<file path="config.mk">
export PLATFORM = sky130hd
export DESIGN_NAME = permutation_swap_sequence_top
export DESIGN_NICKNAME = d
export VERILOG_FILES = /design/src/hw/rtl/pss_pkg.sv /design/src/hw/rtl/pss_ram.sv /design/src/hw/rtl/pss_front.sv /design/src/hw/rtl/pss_queue.sv /design/src/hw/rtl/pss_back.sv /design/src/hw/rtl/permutation_swap_sequence_top.sv
export SDC_FILE = /design/constraint.sdc
export NUM_CORES = 2
export LEC_CHECK = 0
export BUFFER_PORTS_ARGS = -buffer_cell sky130_fd_sc_hd__buf_2
export CORE_MARGIN = 5
export CORE_UTILIZATION = 55
export DETAILED_ROUTE_END_ITERATION = 6
export PLACE_DENSITY = 0.74
export SKIP_CTS_REPAIR_TIMING = 1
export SYNTH_ARGS = -nofsm -noshare
export SYNTH_HDL_FRONTEND = slang
export SYNTH_SLANG_ARGS = --single-unit
</file>
<file path="constraint.sdc">
create_clock -name clock -period 5.6 [get_ports clock]
set_clock_uncertainty 0.05 [all_clocks]
set_input_delay 0.28 -clock clock [delete_from_list [all_inputs] [get_ports clock]]
set_output_delay 0.28 -clock clock [all_outputs]
set_load 0.01 [all_outputs]
</file>
<file path="src/hw/rtl/pss_pkg.sv">
// ----------------------------------------------------------------------------
// pss_pkg
// Shared types and constants of the swap sequence generator.
// ----------------------------------------------------------------------------
package pss_pkg;

   localparam int ID_W      = 16;
   localparam int POS_W     = 6;
   localparam int MAX_OUT   = 63;
   localparam int OUT_CNT_W = 6;

   typedef struct packed {
      logic [ID_W-1:0] source_id;
      logic [ID_W-1:0] target_id;
      logic            final_element;
   } req_type;

   typedef struct packed {
      logic [POS_W-1:0] first_pos;
      logic [POS_W-1:0] second_pos;
      logic             final_swap;
      logic             no_swaps;
      logic             overflowed;
   } rsp_type;

   typedef enum logic [2:0] {
      ST_IDLE,
      ST_FETCH,
      ST_BASE,
      ST_PROBE,
      ST_CHECK,
      ST_DONE
   } back_state_type;

endpackage

</file>
<file path="src/hw/rtl/pss_ram.sv">
// ----------------------------------------------------------------------------
// pss_ram
// Generic single write, single read port RAM with registered read data.
// ----------------------------------------------------------------------------
module pss_ram #(
   parameter int WIDTH = 16,
   parameter int DEPTH = 64
) (
   input  logic                     clock,
   input  logic                     wr_en,
   input  logic [$clog2(DEPTH)-1:0] wr_addr,
   input  logic [WIDTH-1:0]         wr_data,
   input  logic [$clog2(DEPTH)-1:0] rd_addr,
   output logic [WIDTH-1:0]         rd_data
);

   logic [WIDTH-1:0] mem_ff [DEPTH];
   logic [WIDTH-1:0] rd_data_ff;

   always_ff @(posedge clock) begin
      if (wr_en) begin
         mem_ff[wr_addr] <= wr_data;
      end
      rd_data_ff <= mem_ff[rd_addr];
   end

   assign rd_data = rd_data_ff;

endmodule

</file>
<file path="src/hw/rtl/pss_front.sv">
// ----------------------------------------------------------------------------
// pss_front
// Load side: takes id pairs, writes both stores, counts the load and hands
// a run command to the queue when the final request arrives.
// ----------------------------------------------------------------------------
module pss_front #(
   parameter int ENTRIES = 64,
   localparam int IDX_W  = $clog2(ENTRIES),
   localparam int CNT_W  = $clog2(ENTRIES + 1)
) (
   input  logic                     clock,
   input  logic                     reset,
   input  logic                     req_valid,
   output logic                     req_stall,
   input  pss_pkg::req_type         req_data,
   input  logic                     blocked,
   output logic                     ld_we,
   output logic [IDX_W-1:0]         ld_addr,
   output logic [pss_pkg::ID_W-1:0] ld_src,
   output logic [pss_pkg::ID_W-1:0] ld_tgt,
   output logic                     push,
   output logic [CNT_W-1:0]         push_n,
   output logic                     push_ovf
);

   logic [CNT_W-1:0] load_count_ff, load_count_in;
   logic             ovf_seen_ff, ovf_seen_in;
   logic             accept;
   logic             has_room;
   logic [CNT_W-1:0] count_inc;

   assign req_stall = blocked;
   assign accept    = req_valid && !blocked;
   assign has_room  = load_count_ff < CNT_W'(ENTRIES);
   assign count_inc = load_count_ff + CNT_W'(1);

   assign ld_we    = accept && has_room;
   assign ld_addr  = load_count_ff[IDX_W-1:0];
   assign ld_src   = req_data.source_id;
   assign ld_tgt   = req_data.target_id;
   assign push     = accept && req_data.final_element;
   assign push_n   = has_room ? count_inc : load_count_ff;
   assign push_ovf = ovf_seen_ff || !has_room;

   always_comb begin
      load_count_in = load_count_ff;
      ovf_seen_in   = ovf_seen_ff;
      if (accept) begin
         if (req_data.final_element) begin
            load_count_in = '0;
            ovf_seen_in   = 1'b0;
         end else if (has_room) begin
            load_count_in = count_inc;
         end else begin
            ovf_seen_in = 1'b1;
         end
      end
   end

   always_ff @(posedge clock) begin
      if (reset) begin
         load_count_ff <= '0;
         ovf_seen_ff   <= 1'b0;
      end else begin
         load_count_ff <= load_count_in;
         ovf_seen_ff   <= ovf_seen_in;
      end
   end

endmodule

</file>
<file path="src/hw/rtl/pss_queue.sv">
// ----------------------------------------------------------------------------
// pss_queue
// Two-entry command queue between the load side and the search engine.
// ----------------------------------------------------------------------------
module pss_queue #(
   parameter int WIDTH = 8
) (
   input  logic             clock,
   input  logic             reset,
   input  logic             push,
   input  logic [WIDTH-1:0] push_data,
   input  logic             pop,
   output logic             head_valid,
   output logic [WIDTH-1:0] head_data
);

   logic [1:0]       count_ff, count_in;
   logic [WIDTH-1:0] slot0_ff, slot0_in;
   logic [WIDTH-1:0] slot1_ff, slot1_in;

   assign head_valid = count_ff != 2'd0;
   assign head_data  = slot0_ff;

   always_comb begin
      count_in = count_ff;
      slot0_in = slot0_ff;
      slot1_in = slot1_ff;
      case ({push, pop})
         2'b01: begin
            slot0_in = slot1_ff;
            count_in = count_ff - 2'd1;
         end
         2'b10: begin
            if (count_ff == 2'd0) begin
               slot0_in = push_data;
            end else begin
               slot1_in = push_data;
            end
            count_in = count_ff + 2'd1;
         end
         2'b11: begin
            // head leaves as the new command enters
            if (count_ff == 2'd1) begin
               slot0_in = push_data;
            end else begin
               slot0_in = slot1_ff;
               slot1_in = push_data;
            end
         end
         default: begin
         end
      endcase
   end

   always_ff @(posedge clock) begin
      if (reset) begin
         count_ff <= 2'd0;
      end else begin
         count_ff <= count_in;
      end
      slot0_ff <= slot0_in;
      slot1_ff <= slot1_in;
   end

endmodule

</file>
<file path="src/hw/rtl/pss_back.sv">
// ----------------------------------------------------------------------------
// pss_back
// Search engine: walks the positions, probes the working copy for the goal
// id, applies swaps and delivers them through the response register.
// ----------------------------------------------------------------------------
module pss_back #(
   parameter int ENTRIES = 64,
   localparam int IDX_W  = $clog2(ENTRIES),
   localparam int CNT_W  = $clog2(ENTRIES + 1)
) (
   input  logic                     clock,
   input  logic                     reset,
   input  logic                     cmd_valid,
   input  logic [CNT_W-1:0]         cmd_n,
   input  logic                     cmd_ovf,
   output logic                     cmd_pop,
   output logic                     busy,
   output logic [IDX_W-1:0]         work_rd_addr,
   input  logic [pss_pkg::ID_W-1:0] work_rd_data,
   output logic [IDX_W-1:0]         goal_rd_addr,
   input  logic [pss_pkg::ID_W-1:0] goal_rd_data,
   output logic                     sw_we,
   output logic [IDX_W-1:0]         sw_addr,
   output logic [pss_pkg::ID_W-1:0] sw_data,
   output logic                     rsp_valid,
   input  logic                     rsp_stall,
   output pss_pkg::rsp_type         rsp_data
);

   pss_pkg::back_state_type state_ff, state_in;

   logic [IDX_W-1:0]               i_ff, i_in;
   logic [IDX_W-1:0]               j_ff, j_in;
   logic [CNT_W-1:0]               n_ff, n_in;
   logic                           ovf_ff, ovf_in;
   logic [pss_pkg::ID_W-1:0]       wi_ff, wi_in;
   logic [pss_pkg::ID_W-1:0]       gi_ff, gi_in;
   logic [pss_pkg::OUT_CNT_W-1:0]  count_ff, count_in;
   logic                           pend_valid_ff, pend_valid_in;
   logic [pss_pkg::POS_W-1:0]      pend_first_ff, pend_first_in;
   logic [pss_pkg::POS_W-1:0]      pend_second_ff, pend_second_in;
   logic                           out_valid_ff, out_valid_in;
   pss_pkg::rsp_type               out_data_ff, out_data_in;

   logic                           out_free;
   logic [CNT_W-1:0]               i_next;
   logic [CNT_W-1:0]               j_next;
   logic                           last_i;
   logic                           room_left;
   logic [pss_pkg::POS_W+IDX_W-1:0] i_wide;
   logic [pss_pkg::POS_W+IDX_W-1:0] j_wide;

   assign out_free  = !out_valid_ff || !rsp_stall;
   assign i_next    = CNT_W'(i_ff) + CNT_W'(1);
   assign j_next    = CNT_W'(j_ff) + CNT_W'(1);
   assign last_i    = i_next == n_ff;
   assign room_left = count_ff != pss_pkg::OUT_CNT_W'(pss_pkg::MAX_OUT);
   // positions are reported modulo 64
   assign i_wide    = {{pss_pkg::POS_W{1'b0}}, i_ff};
   assign j_wide    = {{pss_pkg::POS_W{1'b0}}, j_ff};

   assign busy         = state_ff != pss_pkg::ST_IDLE;
   assign goal_rd_addr = i_ff;
   assign work_rd_addr = (state_ff == pss_pkg::ST_FETCH) ? i_ff : j_ff;
   assign sw_addr      = j_ff;
   assign sw_data      = wi_ff;
   assign rsp_valid    = out_valid_ff;
   assign rsp_data     = out_data_ff;

   always_comb begin
      state_in       = state_ff;
      i_in           = i_ff;
      j_in           = j_ff;
      n_in           = n_ff;
      ovf_in         = ovf_ff;
      wi_in          = wi_ff;
      gi_in          = gi_ff;
      count_in       = count_ff;
      pend_valid_in  = pend_valid_ff;
      pend_first_in  = pend_first_ff;
      pend_second_in = pend_second_ff;
      out_valid_in   = out_valid_ff && rsp_stall;
      out_data_in    = out_data_ff;
      cmd_pop        = 1'b0;
      sw_we          = 1'b0;

      unique case (state_ff)
         pss_pkg::ST_IDLE: begin
            if (cmd_valid) begin
               cmd_pop       = 1'b1;
               n_in          = cmd_n;
               ovf_in        = cmd_ovf;
               i_in          = '0;
               count_in      = '0;
               pend_valid_in = 1'b0;
               state_in      = pss_pkg::ST_FETCH;
            end
         end
         pss_pkg::ST_FETCH: begin
            state_in = pss_pkg::ST_BASE;
         end
         pss_pkg::ST_BASE: begin
            wi_in = work_rd_data;
            gi_in = goal_rd_data;
            if (work_rd_data == goal_rd_data || last_i) begin
               if (last_i) begin
                  state_in = pss_pkg::ST_DONE;
               end else begin
                  i_in     = i_next[IDX_W-1:0];
                  state_in = pss_pkg::ST_FETCH;
               end
            end else begin
               j_in     = i_next[IDX_W-1:0];
               state_in = pss_pkg::ST_PROBE;
            end
         end
         pss_pkg::ST_PROBE: begin
            state_in = pss_pkg::ST_CHECK;
         end
         pss_pkg::ST_CHECK: begin
            if (work_rd_data == gi_ff) begin
               // hold the match while the older swap cannot leave
               if (!(room_left && pend_valid_ff && !out_free)) begin
                  sw_we = 1'b1;
                  if (room_left) begin
                     if (pend_valid_ff) begin
                        out_valid_in           = 1'b1;
                        out_data_in.first_pos  = pend_first_ff;
                        out_data_in.second_pos = pend_second_ff;
                        out_data_in.final_swap = 1'b0;
                        out_data_in.no_swaps   = 1'b0;
                        out_data_in.overflowed = ovf_ff;
                     end
                     pend_valid_in  = 1'b1;
                     pend_first_in  = i_wide[pss_pkg::POS_W-1:0];
                     pend_second_in = j_wide[pss_pkg::POS_W-1:0];
                     count_in       = count_ff + pss_pkg::OUT_CNT_W'(1);
                  end
                  if (last_i) begin
                     state_in = pss_pkg::ST_DONE;
                  end else begin
                     i_in     = i_next[IDX_W-1:0];
                     state_in = pss_pkg::ST_FETCH;
                  end
               end
            end else if (j_next == n_ff) begin
               // id not found: no swap at this position
               if (last_i) begin
                  state_in = pss_pkg::ST_DONE;
               end else begin
                  i_in     = i_next[IDX_W-1:0];
                  state_in = pss_pkg::ST_FETCH;
               end
            end else begin
               j_in     = j_next[IDX_W-1:0];
               state_in = pss_pkg::ST_PROBE;
            end
         end
         pss_pkg::ST_DONE: begin
            if (out_free) begin
               out_valid_in           = 1'b1;
               out_data_in.first_pos  = pend_valid_ff ? pend_first_ff : '0;
               out_data_in.second_pos = pend_valid_ff ? pend_second_ff : '0;
               out_data_in.final_swap = 1'b1;
               out_data_in.no_swaps   = !pend_valid_ff;
               out_data_in.overflowed = ovf_ff;
               pend_valid_in          = 1'b0;
               state_in               = pss_pkg::ST_IDLE;
            end
         end
         default: begin
            state_in = pss_pkg::ST_IDLE;
         end
      endcase
   end

   always_ff @(posedge clock) begin
      if (reset) begin
         state_ff      <= pss_pkg::ST_IDLE;
         count_ff      <= '0;
         pend_valid_ff <= 1'b0;
         out_valid_ff  <= 1'b0;
      end else begin
         state_ff      <= state_in;
         count_ff      <= count_in;
         pend_valid_ff <= pend_valid_in;
         out_valid_ff  <= out_valid_in;
      end
      i_ff           <= i_in;
      j_ff           <= j_in;
      n_ff           <= n_in;
      ovf_ff         <= ovf_in;
      wi_ff          <= wi_in;
      gi_ff          <= gi_in;
      pend_first_ff  <= pend_first_in;
      pend_second_ff <= pend_second_in;
      out_data_ff    <= out_data_in;
   end

   a_pend_counted: assert property (@(posedge clock) disable iff (reset)
      pend_valid_ff |-> (count_ff != '0))
      else $error("held swap without a count");

   a_i_in_range: assert property (@(posedge clock) disable iff (reset)
      (state_ff != pss_pkg::ST_IDLE) |-> (CNT_W'(i_ff) < n_ff))
      else $error("position beyond the load");

   a_j_in_range: assert property (@(posedge clock) disable iff (reset)
      (state_ff == pss_pkg::ST_PROBE || state_ff == pss_pkg::ST_CHECK)
      |-> (j_ff > i_ff && CNT_W'(j_ff) < n_ff))
      else $error("probe outside the search window");

   a_done_final: assert property (@(posedge clock) disable iff (reset)
      (state_ff == pss_pkg::ST_DONE && out_free)
      |=> (state_ff == pss_pkg::ST_IDLE && out_valid_ff && out_data_ff.final_swap))
      else $error("run ended without a final response");

   a_empty_form: assert property (@(posedge clock) disable iff (reset)
      (out_valid_ff && out_data_ff.no_swaps)
      |-> (out_data_ff.final_swap && out_data_ff.first_pos == '0
           && out_data_ff.second_pos == '0))
      else $error("malformed empty response");

endmodule

</file>
<file path="src/hw/rtl/permutation_swap_sequence_top.sv">
// ----------------------------------------------------------------------------
// permutation_swap_sequence_top
// Swap sequence generator turning a loaded id sequence into a target one.
// ----------------------------------------------------------------------------
// Requests (req_valid / req_stall / req_data) carry one source and target id
// per position; final_element marks the last position and starts the run.
// Loading takes one request per cycle while req_stall is low and writes both
// stores. Requests past ENTRIES are dropped and flagged in overflowed.
// After the final request req_stall stays high until the search engine has
// finished the run. Each position is fetched from both stores and then each
// entry above it is probed in turn, every read going through the registered
// store read.
// Responses (rsp_valid / rsp_stall / rsp_data) give each swap (first_pos,
// second_pos) in order, the last with final_swap set, or one response with
// no_swaps set. A swap leaves one found swap later, through an output
// register; a stalled response holds and only pauses the search.
// Reset clears the load count, overflow flag, queue and engine; the stores
// need no clearing since a run reads only entries of its own load.
// ----------------------------------------------------------------------------
module permutation_swap_sequence_top #(
   parameter int ENTRIES = 64
) (
   input  logic             clock,
   input  logic             reset,
   input  logic             req_valid,
   output logic             req_stall,
   input  pss_pkg::req_type req_data,
   output logic             rsp_valid,
   input  logic             rsp_stall,
   output pss_pkg::rsp_type rsp_data
);

   localparam int IDX_W = $clog2(ENTRIES);
   localparam int CNT_W = $clog2(ENTRIES + 1);

   logic                     ld_we;
   logic [IDX_W-1:0]         ld_addr;
   logic [pss_pkg::ID_W-1:0] ld_src;
   logic [pss_pkg::ID_W-1:0] ld_tgt;
   logic                     push;
   logic [CNT_W-1:0]         push_n;
   logic                     push_ovf;
   logic                     cmd_valid;
   logic [CNT_W:0]           cmd_data;
   logic                     cmd_pop;
   logic                     back_busy;
   logic                     blocked;
   logic [IDX_W-1:0]         work_rd_addr;
   logic [pss_pkg::ID_W-1:0] work_rd_data;
   logic [IDX_W-1:0]         goal_rd_addr;
   logic [pss_pkg::ID_W-1:0] goal_rd_data;
   logic                     sw_we;
   logic [IDX_W-1:0]         sw_addr;
   logic [pss_pkg::ID_W-1:0] sw_data;
   logic                     work_we;
   logic [IDX_W-1:0]         work_wr_addr;
   logic [pss_pkg::ID_W-1:0] work_wr_data;

   // stores are shared, so no new load while a run is queued or active
   assign blocked = cmd_valid || back_busy;

   // loading and swapping never overlap
   assign work_we      = ld_we || sw_we;
   assign work_wr_addr = ld_we ? ld_addr : sw_addr;
   assign work_wr_data = ld_we ? ld_src : sw_data;

   pss_front #(
      .ENTRIES (ENTRIES)
   ) u_front (
      .clock     (clock),
      .reset     (reset),
      .req_valid (req_valid),
      .req_stall (req_stall),
      .req_data  (req_data),
      .blocked   (blocked),
      .ld_we     (ld_we),
      .ld_addr   (ld_addr),
      .ld_src    (ld_src),
      .ld_tgt    (ld_tgt),
      .push      (push),
      .push_n    (push_n),
      .push_ovf  (push_ovf)
   );

   pss_queue #(
      .WIDTH (CNT_W + 1)
   ) u_queue (
      .clock      (clock),
      .reset      (reset),
      .push       (push),
      .push_data  ({push_ovf, push_n}),
      .pop        (cmd_pop),
      .head_valid (cmd_valid),
      .head_data  (cmd_data)
   );

   pss_ram #(
      .WIDTH (pss_pkg::ID_W),
      .DEPTH (ENTRIES)
   ) u_work_ram (
      .clock   (clock),
      .wr_en   (work_we),
      .wr_addr (work_wr_addr),
      .wr_data (work_wr_data),
      .rd_addr (work_rd_addr),
      .rd_data (work_rd_data)
   );

   pss_ram #(
      .WIDTH (pss_pkg::ID_W),
      .DEPTH (ENTRIES)
   ) u_goal_ram (
      .clock   (clock),
      .wr_en   (ld_we),
      .wr_addr (ld_addr),
      .wr_data (ld_tgt),
      .rd_addr (goal_rd_addr),
      .rd_data (goal_rd_data)
   );

   pss_back #(
      .ENTRIES (ENTRIES)
   ) u_back (
      .clock        (clock),
      .reset        (reset),
      .cmd_valid    (cmd_valid),
      .cmd_n        (cmd_data[CNT_W-1:0]),
      .cmd_ovf      (cmd_data[CNT_W]),
      .cmd_pop      (cmd_pop),
      .busy         (back_busy),
      .work_rd_addr (work_rd_addr),
      .work_rd_data (work_rd_data),
      .goal_rd_addr (goal_rd_addr),
      .goal_rd_data (goal_rd_data),
      .sw_we        (sw_we),
      .sw_addr      (sw_addr),
      .sw_data      (sw_data),
      .rsp_valid    (rsp_valid),
      .rsp_stall    (rsp_stall),
      .rsp_data     (rsp_data)
   );

endmodule

</file>
Yosys cells after proc, flatten, opt, wreduce, memory -nomap -nowiden
Memory sizes are Yosys's and may differ from the RTL's. A register that Yosys moved wholly into a read port is not among the register bits.
Cells that the tools add are included.
- flip-flop bits (word level): 116
- memory bits (writable): 2048
- input bits: 37
- output and inout port bits: 17
- word-level logic and storage cells: 168
- memories kept: 2
- $add $sub $neg: 6
- $lt $le $gt $ge: 1
- eq/ne operators: 30
- mux-type cells: 66
- bitwise logic cells: 1
- reduce and logical (&&, ||, !) cells: 40
- memory list (memory ; depth ; width ; rd ports ; clocked after Yosys merged registers in ; wr ports ; line ; RTL):
    u_goal_ram.mem_ff ; 64 ; 16 ; 1 ; 1 ; 1 ; pss_ram.sv:17 ; logic [WIDTH-1:0] mem_ff [DEPTH];
    u_work_ram.mem_ff ; 64 ; 16 ; 1 ; 1 ; 1 ; pss_ram.sv:17 ;
- operator list (kind ; number):
    two-way mux 6 bit ; 16
    two-way mux 15 bit ; 5
    == test 16 bit ; 2
    two-way mux 8 bit ; 4
    case mux 15 bit (2 select lines) ; 1
    case mux 6 bit (2 select lines) ; 2
    case mux 8 bit (3 select lines) ; 1
    two-way mux 1 bit ; 21
    two-way mux 3 bit ; 7
    case mux 3 bit (6 select lines) ; 1
    case mux 6 bit (3 select lines) ; 1
    two-way mux 16 bit ; 1
    != test 2 bit, second input constant ; 8
    case mux 8 bit (2 select lines) ; 1
    adder 6 x 1 -> 7 bit, second input constant ; 2
    == test 7 bit ; 2
    two-way mux 7 bit ; 2
    != test 2 x 1 -> 1 bit, second input constant ; 6
    AND reduction 6 bit ; 2
    nonzero test 2 bit ; 6
    nonzero test 3 bit ; 4
    AND reduction 5 bit ; 2
    AND reduction 4 bit ; 2
    adder 7 x 1 -> 7 bit, second input constant ; 1
    other kinds (23) ; 44

Longest topological paths before layout
- word-level depth: 10
- mapped depth: 11
- depth with buffers taken out: 9

Cells and area by module
A second synthesis with hierarchy kept.
- cell total of the unflattened synthesis: 4158
- area total of the unflattened synthesis: 86211.4 um^2
- by module, submodules not included (module ; instances ; cells each ; area each (um^2)):
    pss_ram at u_work_ram ; 1 ; 1829 ; 40042.2
    pss_ram at u_goal_ram ; 1 ; 1829 ; 40039.7
    pss_back ; 1 ; 316 ; 4149.0
    pss_queue ; 1 ; 66 ; 943.4
    pss_front ; 1 ; 92 ; 754.5
    permutation_swap_sequence_top ; 1 ; 26 ; 282.8

Worst setup path after synthesis
No wires, ideal clock.
- path kind: register to register
- from: reg u_back.state_ff[1]
- to: reg u_back.i_ff[0] (netlist: u_back.goal_rd_addr[0]) (enable)
- library setup time: 0.275 ns
- arrival: 3.792 ns
- data required time: 5.275 ns
- slack: 1.483 ns
- stages on the path, launching flop included: 5
- buffers on the path: 0
- clock period less this slack: 4.117 ns
- cells stage by stage: dfxtp_1 > nor3b_1 > a31o_2 > and3_1 > nor2_1
- cells in the longest elaborated chain, start to end: 3
- elaborated cells between the ends (all ways): 9
- classes of those cells: 6 x eq/ne; 3 x reduce/logical
- ends and longest elaborated chain (what ; line ; RTL):
    start, declared ; pss_back.sv:30 ; pss_pkg::back_state_type state_ff, state_in;
    start signal, assigned ; pss_back.sv:179 ; state_ff <= pss_pkg::ST_IDLE;
    start signal, assigned ; pss_back.sv:184 ; state_ff <= state_in;
    == test 3 bit, or another cell as far along ; pss_back.sv:87 ; unique case (state_ff)
    != test 3 bit (no line), or another cell as far along ; - ;
    AND reduction 5 bit (no line) * ; - ;
    end signal, assigned ; pss_back.sv:189 ; i_ff <= i_in;
    end, declared ; pss_back.sv:32 ; logic [IDX_W-1:0] i_ff, i_in;
Mark *: on every way between the ends. The rest lies on a longest branch, timed or not.
A chain may end at the register's enable or synchronous reset.

Worst setup path after layout
- from: reg u_back.state_ff[0]
- to: reg u_work_ram.rd_data_ff[3] (netlist: u_work_ram.rd_data[3]) (read register of u_work_ram.mem_ff)
- cells in the longest elaborated chain, start to end: 2
- ends and longest elaborated chain (what ; line ; RTL):
    == test 3 x 1 -> 1 bit ; pss_back.sv:64 ; assign work_rd_addr = (state_ff == pss_pkg::ST_FETCH) ? i_ff : j_ff;
    two-way mux 6 bit ; pss_back.sv:64 ;
    end, declared ; pss_ram.sv:18 ; logic [WIDTH-1:0] rd_data_ff;
No other way between the ends.

==> flow_summary.ini <==
[run_status]
status = complete, but fails checks
failed_checks = design-rule violations

[sta]
fin_hold_ws_ns = 0.173
fin_tns_setup_ns = 0
grt_setup_unrepaired = no
drv_slew = 0
worstMarginPinSlew_ns = 1.39
slew_headroom = 0.0701
setup_viol = 0
fin_ws_ns = 0.826
finalCritPeriodShare = 0.852
fmax_mhz = 209
hold_viol = 0
period_minus_slack_ns = 4.77

[clock_network]
cts_buffer_depth = 3
clock_latency_ns = 0.81
clockRootBuffer = clkbuf_16
cts_buffers = 204
cts_tree = yes
clk_pin_slew_worst_paths_ns = 0.06
htreeDepth = 4
clkSinkCount = 2196

[floorplan]
io-pin-count = 54
die-area_um2 = 163000
fp.dieW_um = 404
start_util = 0.553
die_h_um = 404
row_count = 144
core_um2 = 154000

[placed_design]
dpl.hpwl_um = 130000
post-place-ws_ns = 1.03
gp_congestion = 0.950
portBuffers = 53
dpl.cell_count = 7061

[route]
num_vias = 47600
routedWlPerCell_um = 29.7
final_antenna_net_count = 0
via_per_inst = 6.39
drc_errors = 1
first_iter_violations = 6514
wl_um = 221000
firstDrtPassIters = 7

[power]
power.total_mw = 49.6
power_frac_seq = 0.415
combPwrFrac = 0.311
p_leak_nw = 31.1
p_per_area_nw_per_um2 = 520
switchingPower_mw = 16.9
irDropWorstVdd_mv = 0.451
sw_frac_of_total = 0.340
power_frac_clock = 0.275
p_int_mw = 32.7

[logic_synthesis]
syn_area_um2 = 85200
syn_inst = 5046
synth-async-reset-ratio = 0
synthesis.yosys.warnings = 0
synth_edf_count = 2143
syn_area_per_cell_um2 = 16.9
syn-num-nets = 5091
ys_seq_elements = 2196
ys_types = 58
synthFlopType = edfxtp_1
synth_seq_area_share = 0.768

[setup_path]
worstSetupPathType = flop to flop
cp.required_ns = 6.30
r2r_slack_ns = 0.83
r2r-start = u_back.state_ff[0]
crit_end = u_work_ram.rd_data[3]
cp_max_fo = 15
reg2reg_to = u_work_ram.rd_data[3]
start_kind = flop
reg2regPathDepth = 7
worstSetupEndpointType = flop
worstSetupStartpoint = u_back.state_ff[0]
worstPathArrival_ns = 5.47

[flow_run]
cap_violations = 0

[cells_and_area]
area_growth_pct = 11.9
nets = 5275
final_cells = 7449
drive_above_1_share = 0.171

[grt]
globalRouteTotalUtil = 0.270
grt_max_degree = 130
grt-ovfl-total = 0
grt_pass1_vias = 46600
antenna_found_initial = 12
grt_pass1_wl_um = 321000

[hold_path]
hold_class = input port to flop
[worst max-delay path: stages (launching register included)]
cell	delay, ns
dfxtp_1	0.49
or3b_1	0.70
mux2i_1	0.87
o21ai_0	0.62
nor2_1	1.19
nand3_1	0.18
nand4_1	0.41
or4_1	0.18
[state kept, by name, indices dropped and copies added, names as in the netlist]
name                   flops
u_queue.slot1_ff           8
u_back.pend_second_ff      6
u_back.pend_first_ff       6
u_back.sw_addr             6
u_back.ovf_ff              1
u_goal_ram.mem_ff       1024
u_back.rsp_data           15
u_back.rsp_valid           1
u_back.n_ff                7
u_queue.count_ff           2
u_back.sw_data            16
u_queue.head_data          8
u_back.state_ff            3
u_work_ram.mem_ff       1024
u_back.gi_ff              16
u_back.goal_rd_addr        6
u_front.load_count_ff      7
u_front.ovf_seen_ff        1
u_back.pend_valid_ff       1
u_goal_ram.rd_data        16
u_work_ram.rd_data        16
u_back.count_ff            6
[per-stage QoR]
stage                util  instance area [µm²]
finish              0.619                95300
global route        0.619                95300
CTS                 0.618                95300
detailed placement  0.576                88700
global placement    0.576                88700
floorplan               -                85200
[logic make-up (layout without fill, tap and decap cells)]
logic type	Yosys count	after routing	synth area share
DFF	2196	2196	0.768
and+or+nand+nor	1899	1899	0.0973
muxes	401	401	0.0966
AOI/OAI and AO/OA	175	175	0.0153
buffers and inverters	301	654	0.0148
other	0	6	0
adders and majority gates	8	8	0.00117
xor gates and xnor gates	66	66	0.00712
[cell type report]
type                       count  area, µm²
multi-input combinational   2549      18700
clock inverter                98        877
clock buffer                 277       5690
fill                       10500      58700
sequential                  2196      65400
tap                         2044       2560
timing repair buffer         265       2010
inverter                      14       52.6
antenna                        6       15.0
[cells in the mapped netlist (18+ instances only)]
cell type,count,area (µm²)
edfxtp_1,2143,64400
nand2_1,1024,3840
nand3_1,483,2420
mux4_2,336,7570
nor2_1,179,672
clkbuf_1,168,631
nand4_1,104,651
mux2i_1,62,621
buf_2,60,300
dfxtp_1,53,1060
buf_1,50,188
xor2_1,48,420
a32oi_1,47,412
a311oi_1,31,272
a21oi_1,23,115
a31oi_1,20,125
o21ai_0,20,100
nor2b_1,18,113
[power groups by stage]
stage               clock, mW  sequential (mW)  combinational [mW]
detailed placement          0             20.9                15.2
global route             14.5             20.6                16.2
finish                   13.6             20.6                15.4
global placement            0             20.8                15.0
CTS                      13.7             20.5                15.3
floorplan                   0             20.6                9.58
[per-layer routing]
layer,GRT usage,part of all wire,up-vias
met4,0.115,0.049,6
met5,0,0.00019,-
li1,-,-,19900
met3,0.0617,0.10,548
met2,0.448,0.50,2936
met1,0.347,0.35,24200
[worst min-delay path by stage]
stage                                    start                  endpoint  cells after the start
after floorplan                    req_data[1]   u_goal_ram.mem_ff[0][0]                      0
after global placement    u_queue.head_data[4]            u_back.n_ff[4]                      0
after detailed placement  u_queue.head_data[1]            u_back.n_ff[1]                      0
after CTS                                reset  u_front.load_count_ff[2]                      2
after global routing              req_data[28]  u_work_ram.mem_ff[0][11]                      4
final                             req_data[28]  u_work_ram.mem_ff[0][11]                      4
[layout by cell type (no fill, tap or decap), types with 53 or more instances in the layout]
cell type and count:
buf_2 53, buf_4 194, clkbuf_16 212, dfxtp_1 53
edfxtp_1 2143, mux2i_1 60, mux4_2 336, nand2_1 1007
nand3_1 483, nand4_1 104, nor2_1 176
No activity file was read; power rests on OpenSTA's default activity.
